`config.mk`:
```
export PLATFORM = sky130hd
export DESIGN_NAME = bis_ctrl
export DESIGN_NICKNAME = d
export VERILOG_FILES = /design/src/hdl/bis_pkg.sv /design/src/hdl/bis_ctrl.sv
export SDC_FILE = /design/constraint.sdc
export NUM_CORES = 1
export LEC_CHECK = 0
export BUFFER_PORTS_ARGS = -buffer_cell sky130_fd_sc_hd__buf_2
export CAP_MARGIN = 25
export CORE_MARGIN = 2
export CORE_UTILIZATION = 43
export CTS_CLUSTER_SIZE = 16
export DETAILED_ROUTE_END_ITERATION = 8
export PLACE_DENSITY_LB_ADDON = 0.12
export SLEW_MARGIN = 20
export SYNTH_ARGS = -nofsm -noshare
export SYNTH_HDL_FRONTEND = slang
export SYNTH_SLANG_ARGS = --single-unit
```
`constraint.sdc`:
```
create_clock -name i_clk -period 1.2 [get_ports i_clk]
set_clock_uncertainty 0.05 [all_clocks]
set_input_delay 0.18 -clock i_clk [delete_from_list [all_inputs] [get_ports i_clk]]
set_output_delay 0.18 -clock i_clk [all_outputs]
set_load 0.005 [all_outputs]
```
`src/hdl/bis_pkg.sv`:
```
// bis_pkg: shared types and constants of the bicubic image scaler
// used by bis_div, bis_ctrl, bis_datapath and bicubic_image_scaler
package bis_pkg;

    // divider operand widths (dividend bits = iterations)
    localparam int DIV_N = 48;
    localparam int DIV_D = 38;

    // configuration register indexes
    localparam logic [1:0] CFG_SRC_WIDTH  = 2'd0;
    localparam logic [1:0] CFG_SRC_HEIGHT = 2'd1;
    localparam logic [1:0] CFG_OUT_SIZE   = 2'd2;

    // input kind carried in tuser
    localparam logic MODE_LOAD    = 1'b0;
    localparam logic MODE_REQUEST = 1'b1;

    typedef enum logic [3:0] {
        ST_IDLE,
        ST_DIV_RX,
        ST_DIV_RY,
        ST_SCALE,
        ST_SQUARE,
        ST_CUBE,
        ST_WEIGHT,
        ST_TAPS,
        ST_NORM,
        ST_DIV_Q,
        ST_DONE
    } t_state;

    typedef enum logic [1:0] {
        DSEL_RX,
        DSEL_RY,
        DSEL_Q
    } t_div_sel;

    // controller to datapath
    typedef struct packed {
        logic     load_wr;
        logic     req_capture;
        logic     div_start;
        t_div_sel div_sel;
        logic     rx_store;
        logic     ry_store;
        logic     scale_en;
        logic     square_en;
        logic     cube_en;
        logic     weight_en;
        logic     tap_issue;
        logic [3:0] tap_idx;
        logic     result_load;
    } t_cmd;

    // datapath to controller
    typedef struct packed {
        logic div_busy;
        logic out_free;
    } t_status;

endpackage

```
`src/hdl/bis_ctrl.sv`:
```
// bis_ctrl: sequencer of the scaler, one item at a time
// depends on bis_pkg for state, command and status types
module bis_ctrl (
    input  logic              i_clk,
    input  logic              i_rst_n,
    input  logic              i_s_tvalid,
    input  logic              i_s_tuser,
    output logic              o_s_tready,
    input  bis_pkg::t_status  i_status,
    output bis_pkg::t_cmd     o_cmd
);
    bis_pkg::t_state r_state, n_state;
    logic [4:0]      r_tap, n_tap;
    logic            accept;

    // state register
    always_ff @(posedge i_clk) begin
        if (!i_rst_n) begin
            r_state <= bis_pkg::ST_IDLE;
            r_tap   <= '0;
        end else begin
            r_state <= n_state;
            r_tap   <= n_tap;
        end
    end

    assign o_s_tready = r_state == bis_pkg::ST_IDLE;
    assign accept     = i_s_tvalid && o_s_tready;

    // next state and commands
    always_comb begin
        n_state = r_state;
        n_tap   = r_tap;
        o_cmd   = '0;
        o_cmd.div_sel = bis_pkg::DSEL_RX;
        o_cmd.tap_idx = r_tap[3:0];
        unique case (r_state)
            bis_pkg::ST_IDLE: begin
                if (accept && i_s_tuser == bis_pkg::MODE_LOAD) begin
                    o_cmd.load_wr = 1'b1;
                end else if (accept) begin
                    o_cmd.req_capture = 1'b1;
                    o_cmd.div_start   = 1'b1;
                    o_cmd.div_sel     = bis_pkg::DSEL_RX;
                    n_state           = bis_pkg::ST_DIV_RX;
                end
            end
            bis_pkg::ST_DIV_RX: begin
                o_cmd.div_sel = bis_pkg::DSEL_RY;
                if (!i_status.div_busy) begin
                    o_cmd.rx_store  = 1'b1;
                    o_cmd.div_start = 1'b1;
                    n_state         = bis_pkg::ST_DIV_RY;
                end
            end
            bis_pkg::ST_DIV_RY: begin
                if (!i_status.div_busy) begin
                    o_cmd.ry_store = 1'b1;
                    n_state        = bis_pkg::ST_SCALE;
                end
            end
            bis_pkg::ST_SCALE: begin
                o_cmd.scale_en = 1'b1;
                n_state        = bis_pkg::ST_SQUARE;
            end
            bis_pkg::ST_SQUARE: begin
                o_cmd.square_en = 1'b1;
                n_state         = bis_pkg::ST_CUBE;
            end
            bis_pkg::ST_CUBE: begin
                o_cmd.cube_en = 1'b1;
                n_state       = bis_pkg::ST_WEIGHT;
            end
            bis_pkg::ST_WEIGHT: begin
                o_cmd.weight_en = 1'b1;
                n_tap           = '0;
                n_state         = bis_pkg::ST_TAPS;
            end
            bis_pkg::ST_TAPS: begin
                // last tap is summed in the cycle after its read
                if (r_tap[4]) begin
                    n_state = bis_pkg::ST_NORM;
                end else begin
                    o_cmd.tap_issue = 1'b1;
                    n_tap           = r_tap + 1'b1;
                end
            end
            bis_pkg::ST_NORM: begin
                o_cmd.div_sel   = bis_pkg::DSEL_Q;
                o_cmd.div_start = 1'b1;
                n_state         = bis_pkg::ST_DIV_Q;
            end
            bis_pkg::ST_DIV_Q: begin
                if (!i_status.div_busy) begin
                    n_state = bis_pkg::ST_DONE;
                end
            end
            bis_pkg::ST_DONE: begin
                if (i_status.out_free) begin
                    o_cmd.result_load = 1'b1;
                    n_state           = bis_pkg::ST_IDLE;
                end
            end
            default: begin
                n_state = bis_pkg::ST_IDLE;
            end
        endcase
    end
endmodule

```
Word level (Yosys, flattened, before mapping)
Index checks and enable logic that the tools add are counted.

word-level totals
  memories = 0
  output and inout bits = 18
  memory bits (writable) = 0
  bits in latches = 0
  register bits = 9
  bits in read-only memories = 0

operators by class
  divide/modulo/power cells = 0
  reduce and logical (&&, ||, !) cells = 6
  bitwise operators = 1
  magnitude comparators = 0
  equality and inequality tests = 18
  add/sub/neg operators = 1
  shift operators = 0
  $mul = 0
  multiplexer cells = 26

operators with widths
  cell                                                                      count
  4-bit one-hot mux with 11 select lines                                    1
  4-bit 2-to-1 mux                                                          9
  4-bit by 3-bit equality test with 1-bit output (second input constant)    4
  2-bit inequality test (second input constant)                             7
  4-bit equality test (second input constant)                               3
  1-bit 2-to-1 mux                                                          12
  5-bit one-hot mux with 2 select lines                                     1
  3-bit one-hot mux with 3 select lines                                     1
  4-bit by 2-bit equality test with 1-bit output (second input constant)    2
  7-bit AND reduction                                                       1
  5-bit by 1-bit adder with 5-bit output (second input constant)            1
  5-bit 2-to-1 mux                                                          1
  4-bit by 1-bit equality test with 1-bit output (second input constant)    1
  4-bit logical NOT                                                         1
  1-bit logical AND                                                         2
  2-bit 2-to-1 mux                                                          1
  2-bit by 1-bit inequality test with 1-bit output (second input constant)  1
  2-bit AND reduction                                                       1
  2-bit nonzero test                                                        1
  1-bit NOT                                                                 1

Longest topological paths before layout
Gate-level depths: netlist of the first run.

  word-level depth = 5
  gate-level depth with buffers = 7
  mapped depth without buffers = 6

Worst setup path after synthesis of the first run
OpenSTA, ideal clock, no wires.

  path type = register to output
  start = reg r_state[1]
  end = out o_cmd[14] (netlist bit)
  arrival time = 1.025 ns
  buffers on the path = 1
  stages on the path, launching flop included = 4
  setup slack = -0.055 ns
  data required time = 0.970 ns
  cells stage by stage = dfxtp_1 -> buf_6 -> nor2_1 -> or3_1

RTL lines
  item                    RTL line        RTL
  start, declared         bis_ctrl.sv:12  bis_pkg::t_state r_state, n_state;
  start signal, assigned  bis_ctrl.sv:19  r_state <= bis_pkg::ST_IDLE;
  start signal, assigned  bis_ctrl.sv:22  r_state <= n_state;
  end, declared           bis_ctrl.sv:10  output bis_pkg::t_cmd o_cmd

==> results by group, run 1 <==
Outcome
  – Outcome: complete, but fails checks
  – Violations in the final reports: negative setup slack

Clocking
  – CTS Sinks: 9
  – CTS buffer count: 3
  – CTS clock-pin slew for the worst setup and hold paths: 0.06 ns
  – Clk Latency, worst-skew pair: 0.26 ns
  – CTS root buf: clkbuf_4
  – CTS tree: done
  – H-tree Lvls: 1
  – Cts hold-fix bufs: 0
  – Clk buf depth: 2

Cells and area
  – Fill cell count: 104
  – Multi-input gate area: 543 um^2
  – Most common cell after layout, fill and taps aside: buf_2
  – Post-layout nets: 137
  – Share of cells above drive strength 1: 64.3%
  – Storage cell area: 195 um^2
  – Highest-count cells in the layout ignoring fill and taps: 22 x buf_2, 18 x buf_4, 8 x buf_6
  – Synth-to-layout area growth: 67.5%
  – N_diodes: 0

STA
  – RSZ-0062 raised after global routing: yes
  – Worst setup margin: -0.343 ns
  – Hold slack: 0.173 ns
  – Setup TNS: -4.31 ns
  – Slew HR: 74.4%
  – Worst slew pin tran: 0.380 ns
  – Fin. max-slew vios: 0
  – Fin. Hold Viols: 0
  – Max Clock Freq: 648 MHz
  – Min Tclk post-route: 1.54 ns
  – Crit share post-route: 129%
  – Final setup viols: 22

Place
  – HPWL after detailed placement: 1350 um
  – Count of input and output buffers: 23
  – GPL Wtd Cong: 0.781

Power
  – Seq pwr share: 24.5%
  – Comb power frac: 61.5%
  – P per Cell Area: 1470 mW/mm^2
  – Leakage: 0.546 nW
  – Sw power: 0.000670 W
  – Final Power: 0.00169 W
  – Worst vdd ir: 0.000914 V
  – Internal Dissipation: 0.00102 W
  – Switching share of total power: 39.6%
  – Fraction of power consumed by the clock network: 14.0%

Yosys
  – Mapped Area: 686 um^2
  – Synth Register Bits: 9
  – Mapped Nets: 92
  – Ys Warns: 0
  – Syn_area_per_cell: 8.07 um^2
  – Cell variety after synth: 33
  – Synth Instances: 85
  – Sequential share of the synthesized area: 26.3%

Drt
  – Final ANT Viol Nets: 0
  – Routed wire length: 2090 um
  – Via density: 5.42
  – Wire length per cell: 14.4 um
  – DRC Markers: 0
  – DR iter-0 viols: 22
  – Drt pass-1 iters: 4
  – Routed vias: 786

Worst hold path
  – Worst hold stages: 3
  – Worst min path class: input port to register

Floorplanning
  – I/O Pins: 24
  – # rows: 14
  – Die Ht: 43.9 um
  – Starting Density: 45.5%
  – Core Area: 0.00151 mm^2
  – Die Span X: 43.9 um
  – Die Footprint: 0.00193 mm^2

Critical path
  – Slowest stage cell, crit path: dfxtp_4
  – CP required: 0.97 ns
  – Crit path cell chain: buf_6 > nor4_4 > or3_1 > buf_2
  – CP max stage delay: 0.41 ns
  – Crit-path max FO: 6
  – Worst Reg-to-Reg Cells: 7
  – Type of element capturing the critical path: output port
  – Setup Crit Path Kind: register to output port
  – Arrival @ worst endpoint: 1.31 ns
  – Crit start category: register

Flow run
  – Max cap viols: 0

Global route
  – Vias in the first global route: 757
  – Grt total ovfl: 0
  – All-layer global routing usage: 23.8%
  – Largest net degree at the start of global routing: 9
  – Initial antenna violation count: 0
  – First-pass GRT wire length: 3320 um
-- cell type report --
cell class	instances	share of cell area [%]
Inverter	3	1.20
Clock buffer	4	2.29
Tap cell	16	1.74
Multi-Input combinational cell	64	47.3
Sequential cell	9	17.0
Timing Repair Buffer	49	30.5
-- sequential cells by signal, summed over array words and instances (netlist names) --
signal,cells
r_state,4
r_tap,5
-- stage by stage --
stage	cells	utilization (%)	cell area, um^2	setup WS (ns)
2_1_floorplan	85	-	713	-0.00529
3_3_place_gp	134	60.7	915	-0.105
3_5_place_dp	134	60.7	915	-0.169
4_1_cts	144	71.4	1080	-0.339
5_1_grt	145	76.2	1150	-0.391
6_report	145	76.2	1150	-0.343
-- path summary, 6_finish.rpt --
kind | slack, ns | endpoint | startpoint
setup / recovery | -0.34 | o_cmd[14] | r_state[3]
hold reg to reg | 0.49 | r_tap[2] | r_tap[2]
setup reg to reg | -0.32 | r_state[0] | r_state[0]
hold / removal | 0.17 | r_state[0] | i_rst_n
-- critical path: cells and delay by family (launching register included) --
family / cells / cell delay (ns)
and+or+nand+nor: 2 / 0.38
DFF: 1 / 0.41
buffers and inverters: 2 / 0.27
-- Yosys cell counts --
master    count  area, um^2
nor4bb_1      1        10.0
a21boi_0      1        7.51
dfxtp_1       9         180
nor2b_1       2        12.5
nand3_1       1        5.00
buf_4         6        45.0
o31ai_2       1        12.5
o21ai_1       1        5.00
nor3b_2       2        25.0
nand3_2       1        10.0
o21ai_0       5        25.0
mux2i_1       1        10.0
a22oi_1       1        7.51
nand2b_1      2        12.5
nor4_1        3        18.8
a21oi_1       7        35.0
nor2_4        1        11.3
nor3_1        3        15.0
nor3b_1       1        7.51
nor4b_1       2        17.5
a21o_1        2        15.0
and3_2        1        7.51
or3_1         1        6.26
inv_1         3        11.3
nand3b_1      3        22.5
nor2_1       10        37.5
ha_1          1        12.5
buf_2         1        5.00
and4_1        1        8.76
nand4b_1      2        17.5
nand4b_4      1        23.8
buf_6         2        22.5
nand2_1       6        22.5
-- power by group through the flow --
| stage | Clock (W) | Combinational, W | Sequential (W) |
|---|---|---|---|
| 2_1_floorplan | 0 | 0.000441 | 0.000370 |
| 3_3_place_gp | 0 | 0.000669 | 0.000414 |
| 3_5_place_dp | 0 | 0.000689 | 0.000417 |
| 4_1_cts | 0.000245 | 0.000927 | 0.000410 |
| 5_1_grt | 0.000256 | 0.00112 | 0.000421 |
| 6_report | 0.000237 | 0.00104 | 0.000415 |
-- cell families after synthesis --
group | share of synthesized area [%]
AND/OR/NAND/NOR | 42.5
multiplexers | 1.46
flip-flops | 26.3
adder cells (fa/ha/maj) | 1.82
AO/OA/AOI/OAI | 15.7
buffers and inverters | 12.2
-- what timing repair did --
action	CTS	global route
hold endpoints to repair	0	0
setup buffers	6	1
gates resized for setup	25	14
endpoints found under the setup margin	22	22
pin swaps	10	10
-- routing by layer --
| metal | GRT usage [%] | vias to the layer above | wire length (um) |
|---|---|---|---|
| li1 | - | 388 | - |
| met1 | 28.9 | 359 | 855 |
| met2 | 38.2 | 33 | 1070 |
| met3 | 7.50 | 6 | 121 |
| met4 | 10.9 | 0 | 43 |
| met5 | 0 | - | 0 |
Power figures use the tool's default switching activity.
==> inputs of run 2 (changes only) <==
--- a/config.mk
+++ b/config.mk
@@ -12,6 +12,7 @@
 export CTS_CLUSTER_SIZE = 16
 export DETAILED_ROUTE_END_ITERATION = 8
 export PLACE_DENSITY_LB_ADDON = 0.12
+export SKIP_LAST_GASP = 1
 export SLEW_MARGIN = 20
 export SYNTH_ARGS = -nofsm -noshare
 export SYNTH_HDL_FRONTEND = slang
==> run 2 against run 1 <==
  * The run still ends with negative setup slack left
  * Sequential share of layout area rose by 0.093 points
  * Design area down 0.54%
  * Sequential cell count unchanged
  * Highest routed layer unchanged
  * Maximum frequency rose by 0.32%
  * Sequential power is essentially flat
==> results by group, run 2 (synthesis gave the netlist of run 1 again) <==
Outcome
  – Violations in the final reports: negative setup slack (unchanged)
  – Outcome: complete, but fails checks (unchanged)

Cells and area
  – Max reg flops: 5 (unchanged)
  – Most flops, register: r_tap (unchanged)
  – Top flop regs: r_tap (5), r_state (4) (unchanged)
  – Share of cells above drive strength 1: 63.6% (was 64.3%)
  – N_diodes: 0 (unchanged)
  – Post-layout nets: 137 (unchanged)
  – Most common cell after layout, fill and taps aside: buf_2 (unchanged)
  – Highest-count cells in the layout ignoring fill and taps: 22 x buf_2, 19 x buf_4, 7 x buf_6 (was 22 x buf_2, 18 x buf_4, 8 x buf_6)
  – Design Area, Final: 0.00114 mm^2 (was 0.00115 mm^2)
  – Synth-to-layout area growth: 66.6% (was 67.5%)

Drt
  – Top Layer Used: met4 (unchanged)
  – Wire length on met2: 1100 um (was 1070 um)
  – Final ANT Viol Nets: 0 (unchanged)
  – Routed vias: 788 (was 786)
  – Met3 WL: 80 um (was 121 um)
  – DRC Markers: 0 (unchanged)
  – Routed wire length: 2100 um (was 2090 um)
  – DR iter-0 viols: 24 (was 22)
  – Via density: 5.43 (was 5.42)
  – Drt pass-1 iters: 4 (unchanged)
  – Wire length per cell: 14.5 um (was 14.4 um)
  – Met1 WL: 869 um (was 855 um)

STA
  – Fin. Hold Viols: 0 (unchanged)
  – Max Clock Freq: 650 MHz (was 648 MHz)
  – Worst slew pin tran: 0.369 ns (was 0.380 ns)
  – Fin. max-slew vios: 0 (unchanged)
  – Final setup viols: 22 (unchanged)
  – Crit share post-route: 128% (was 129%)
  – RSZ-0062 raised after global routing: yes (unchanged)
  – Min Tclk post-route: 1.54 ns (about the same)
  – Slew HR: 75.1% (was 74.4%)
  – Worst setup margin: -0.338 ns (was -0.343 ns)

Critical path
  – CP delay by family, top: flip-flops (unchanged)
  – Type of element capturing the critical path: output port (unchanged)
  – Levels on crit path: 4 (unchanged)
  – Crit-path max FO: 6 (unchanged)
  – CP bufs+invs: 2 (unchanged)
  – Arrival @ worst endpoint: 1.31 ns (about the same)
  – Worst Reg-to-Reg Cells: 7 (unchanged)
  – Setup Crit Path Kind: register to output port (unchanged)
  – CP max stage delay: 0.40 ns (was 0.41 ns)
  – CP required: 0.97 ns (about the same)
  – Slowest stage cell, crit path: dfxtp_4 (unchanged)
  – Crit path cell chain: buf_6 > nor4_4 > or3_1 > buf_2 (unchanged)
  – Crit start category: register (unchanged)

Floorplanning
  – # rows: 14 (unchanged)
  – Die Span X: 43.9 um (unchanged)
  – Starting Density: 45.5% (unchanged)
  – Core Area: 0.00151 mm^2 (unchanged)
  – Die Footprint: 0.00193 mm^2 (unchanged)
  – I/O Pins: 24 (unchanged)
  – Die Ht: 43.9 um (unchanged)

Clocking
  – CTS Sinks: 9 (unchanged)
  – Clk buf depth: 2 (unchanged)
  – CTS buffer count: 3 (unchanged)
  – CTS tree: done (unchanged)
  – Clk Latency, worst-skew pair: 0.26 ns (about the same)
  – Cts hold-fix bufs: 0 (unchanged)
  – H-tree Lvls: 1 (unchanged)
  – CTS root buf: clkbuf_4 (unchanged)
  – CTS clock-pin slew for the worst setup and hold paths: 0.06 ns (about the same)

Place
  – Count of input and output buffers: 23 (unchanged)
  – Worst slack, placed: -0.169 ns (unchanged)
  – GPL Wtd Cong: 0.781 (unchanged)
  – HPWL after detailed placement: 1350 um (unchanged)
  – Cell area after placement: 915 um^2 (unchanged)

Power
  – Leakage: 0.545 nW (was 0.546 nW)
  – Worst vdd ir: 0.000913 V (was 0.000914 V)
  – P per Cell Area: 1480 mW/mm^2 (was 1470 mW/mm^2)

Flow run
  – Max cap viols: 0 (unchanged)

Global route
  – First-pass GRT wire length: 3370 um (was 3320 um)
  – Initial antenna violation count: 0 (unchanged)
  – Vias in the first global route: 758 (was 757)
  – All-layer global routing usage: 24.3% (was 23.8%)
  – Grt total ovfl: 0 (unchanged)
  – Largest net degree at the start of global routing: 9 (unchanged)

Worst hold path
  – Worst min path class: input port to register (unchanged)
  – Worst hold stages: 3 (unchanged)
-- run 2: cell count changes in the layout (fill, tap and decap cells not counted) --
cell and delta:
nor2_1 +1, buf_6 -1, nor2_2 -1, buf_4 +1
-- run 2: layout make-up --
class	instances	area, um^2
flip-flops and latches	9	195
fillers	104	364
inverters	3	13.8
multi-input cells	64	541
repair buffers	49	347
well taps	16	20.0
clock buffers	4	26.3
-- run 2: path summary, 6_finish.rpt --
path | from | to | slack, ns
max | r_state[3] | o_cmd[14] | -0.34
min | i_rst_n | r_state[0] | 0.17
max reg2reg | r_state[0] | r_state[0] | -0.30
min reg2reg | r_tap[2] | r_tap[2] | 0.49
-- run 2: through the flow --
step                power [W]  hold slack [ns]  std cells  utilization (%)  setup TNS (ns)
finish                0.00169            0.167        145             75.8           -4.30
global route          0.00180            0.172        145             75.8           -5.65
CTS                   0.00157            0.158        144             70.8           -4.04
detailed placement    0.00111            0.441        134             60.7          -0.804
global placement      0.00108            0.420        134             60.7          -0.601
floorplan            0.000811            0.272         85                -        -0.00529
-- run 2: per-layer routing --
| metal | up-vias | global-route usage, % |
|---|---|---|
| met2 | 25 | 40.0 |
| met1 | 364 | 29.1 |
| met4 | 0 | 9.70 |
| met5 | - | 0 |
| li1 | 389 | - |
| met3 | 10 | 7.50 |
-- run 2: worst min-delay path, cell delays in order --
cell and delay [ns]:
buf_2 0.12, nand2_1 0.06, mux2i_1 0.07
-- run 2: power by group --
part | switching, W | internal [W]
Combinational | 0.000487 | 0.000549
Clock | 0.000107 | 0.000128
Sequential | 0.0000727 | 0.000342
-- run 2: repair_timing --
| action | CTS | global route |
|---|---|---|
| pin swaps | 10 | 11 |
| hold endpoints to repair | 0 | 0 |
| gates resized for setup | 22 | 15 |
| setup endpoints to repair | 22 | 22 |
| setup buffers | 6 | 1 |
==> inputs of run 3 (changes only) <==
--- a/config.mk
+++ b/config.mk
@@ -5,13 +5,14 @@
 export SDC_FILE = /design/constraint.sdc
 export NUM_CORES = 1
 export LEC_CHECK = 0
-export BUFFER_PORTS_ARGS = -buffer_cell sky130_fd_sc_hd__buf_2
 export CAP_MARGIN = 25
 export CORE_MARGIN = 2
-export CORE_UTILIZATION = 43
+export CORE_UTILIZATION = 45
 export CTS_CLUSTER_SIZE = 16
 export DETAILED_ROUTE_END_ITERATION = 8
+export DONT_BUFFER_PORTS = 1
 export PLACE_DENSITY_LB_ADDON = 0.12
+export SKIP_CTS_REPAIR_TIMING = 1
 export SKIP_LAST_GASP = 1
 export SLEW_MARGIN = 20
 export SYNTH_ARGS = -nofsm -noshare
==> run 3 against run 2 <==
  * The flow still finishes with violations (negative setup slack)
  * Combinational power is 8% lower
  * First-iteration DRC count decreased by 38%
  * Die area shrank 4.0%
  * Cell count decreased by 10%
  * Register-to-register slack better by 0.06 ns
  * Maximum frequency grew 2.2%
  * Sequential power is 3% higher
  * Worst hold slack got worse by 0.15 ns
  * Largest cell class unchanged
==> results by group, run 3 (synthesis gave the netlist of run 1 again) <==
Critical path
  – Slowest stage cell, crit path: dfxtp_4 (unchanged)
  – CP max stage delay: 0.38 ns (was 0.40 ns)
  – Arrival @ worst endpoint: 1.28 ns (was 1.31 ns)
  – CP required: 0.97 ns (about the same)
  – Crit-path max FO: 6 (unchanged)
  – Type of element capturing the critical path: output port (unchanged)
  – CP delay by family, top: flip-flops (unchanged)
  – Critical path's most frequent cell: buf_4
  – Crit start category: register (unchanged)
  – CP bufs+invs: 2 (unchanged)
  – Setup Crit Path Kind: register to output port (unchanged)
  – Crit path cell chain: buf_4 > buf_4 > nor4_2 (was buf_6 > nor4_4 > or3_1 > buf_2)

Clocking
  – CTS root buf: clkbuf_4 (unchanged)
  – CTS tree: done (unchanged)
  – H-tree Lvls: 1 (unchanged)
  – CTS Sinks: 9 (unchanged)
  – Clk Latency, worst-skew pair: 0.27 ns (was 0.26 ns)
  – CTS buffer count: 3 (unchanged)
  – CTS clock-pin slew for the worst setup and hold paths: 0.07 ns (was 0.06 ns)
  – Clk buf depth: 2 (unchanged)

Drt
  – DR iter-0 viols: 15 (was 24)
  – Routed vias: 748 (was 788)
  – Final ANT Viol Nets: 0 (unchanged)
  – Drt pass-1 iters: 4 (unchanged)
  – Via density: 5.75 (was 5.43)
  – Routed wire length: 2180 um (was 2100 um)
  – DRC Markers: 0 (unchanged)
  – Wire length per cell: 16.7 um (was 14.5 um)

Floorplanning
  – Core Area: 0.00147 mm^2 (was 0.00151 mm^2)
  – Die Span X: 43.0 um (was 43.9 um)
  – # rows: 14 (unchanged)
  – I/O Pins: 24 (unchanged)
  – Starting Density: 46.6% (was 45.5%)
  – Die Footprint: 0.00185 mm^2 (was 0.00193 mm^2)
  – Die Ht: 43.0 um (was 43.9 um)

Cells and area
  – Highest-count cells in the layout ignoring fill and taps: 24 x buf_4, 9 x buf_6, 5 x nor2_1, 5 x a21oi_1, 5 x dfxtp_1 (was 22 x buf_2, 19 x buf_4, 7 x buf_6)
  – Post-layout nets: 122 (was 137)
  – Share of cells above drive strength 1: 60.5% (was 63.6%)
  – Max reg flops: 5 (unchanged)
  – N_diodes: 0 (unchanged)
  – Synth-to-layout area growth: 60.6% (was 66.6%)
  – Most flops, register: r_tap (unchanged)
  – Finished Layout Cells: 130 (was 145)
  – Most common cell after layout, fill and taps aside: buf_4 (was buf_2)
  – Top flop regs: r_tap (5), r_state (4) (unchanged)

Power
  – P per Cell Area: 1470 mW/mm^2 (was 1480 mW/mm^2)
  – Leakage: 0.473 nW (was 0.545 nW)
  – Final Power: 0.00162 W (was 0.00169 W)
  – Worst vdd ir: 0.000924 V (was 0.000913 V)

Worst hold path
  – Worst min path class: input port to register (unchanged)

STA
  – Fin. Hold Viols: 0 (unchanged)
  – Worst slew pin tran: 0.299 ns (was 0.369 ns)
  – Max Clock Freq: 664 MHz (was 650 MHz)
  – Min Tclk post-route: 1.51 ns (was 1.54 ns)
  – RSZ-0062 raised after global routing: yes (unchanged)
  – Slew HR: 79.9% (was 75.1%)
  – Crit share post-route: 125% (was 128%)
  – Fin. max-slew vios: 0 (unchanged)
  – Final setup viols: 22 (unchanged)
  – Worst setup margin: -0.306 ns (was -0.338 ns)

Global route
  – Initial antenna violation count: 0 (unchanged)
  – Grt total ovfl: 0 (unchanged)
  – Largest net degree at the start of global routing: 11 (was 9)
  – Vias in the first global route: 553 (was 758)
  – First-pass GRT wire length: 2520 um (was 3370 um)
  – All-layer global routing usage: 18.0% (was 24.3%)

Place
  – HPWL after detailed placement: 1190 um (was 1350 um)
  – Inst Count DP: 114 (was 134)
  – Worst slack, placed: -0.0810 ns (was -0.169 ns)
  – Count of input and output buffers: 0 (was 23)
  – GPL Wtd Cong: 0.753 (was 0.781)

Outcome
  – Violations in the final reports: negative setup slack (unchanged)
  – Outcome: complete, but fails checks (unchanged)

Flow run
  – Max cap viols: 0 (unchanged)
==> run 3: cell count changes in the layout (fill, tap and decap cells not counted), sizes merged <==
| cell | previous run | this run |
|---|---|---|
| buf | 49 | 34 |
==> run 3: per-stage QoR <==
stage	utilization [%]	hold slack [ns]	TNS, ns	instance area [um^2]
2_1_floorplan	-	0.272	-0.00529	713
3_3_place_gp	55.9	0.287	-0.237	822
3_5_place_dp	55.9	0.281	-0.270	822
4_1_cts	57.7	0.00615	-3.03	848
5_1_grt	74.8	0.0179	-4.81	1100
6_report	74.8	0.0205	-3.55	1100
==> run 3: path summary, 6_finish.rpt <==
kind	start	slack [ns]	cells after the start	to
max	r_state[0]	-0.31	3	o_cmd[10]
min	i_rst_n	0.02	2	r_state[0]
max reg2reg	r_state[2]	-0.24	6	r_state[0]
min reg2reg	r_tap[3]	0.53	2	r_tap[3]
==> run 3: layout make-up <==
cell class / count / area, um^2
tap: 16 / 20.0
timing repair buffer: 34 / 287
multi-input combinational: 64 / 562
inverter: 3 / 11.3
fill: 107 / 370
clock buffer: 4 / 26.3
sequential: 9 / 195
==> run 3: metal layers <==
layer | vias to the layer above | GRT usage, % | share of wire (%) | wire length, um
met4 | 0 | 5.45 | 1.2 | 27
met3 | 2 | 7.66 | 4.9 | 106
met5 | - | 0 | 0 | 0
li1 | 368 | - | - | -
met1 | 361 | 26.3 | 49 | 1060
met2 | 17 | 23.6 | 45 | 986
==> run 3: power by group <==
| part | internal [W] | total, W | switching, W |
|---|---|---|---|
| sequential | 0.000343 | 0.000426 | 0.0000832 |
| clock | 0.000128 | 0.000236 | 0.000108 |
| combinational | 0.000486 | 0.000958 | 0.000472 |
==> run 3: worst register-to-register path, cell delays in order, from the launching register on <==
cell	delay (ns)
dfxtp_4	0.41
buf_4	0.13
buf_6	0.08
nor4bb_4	0.28
o21ai_2	0.11
nand3_2	0.10
mux2i_1	0.21
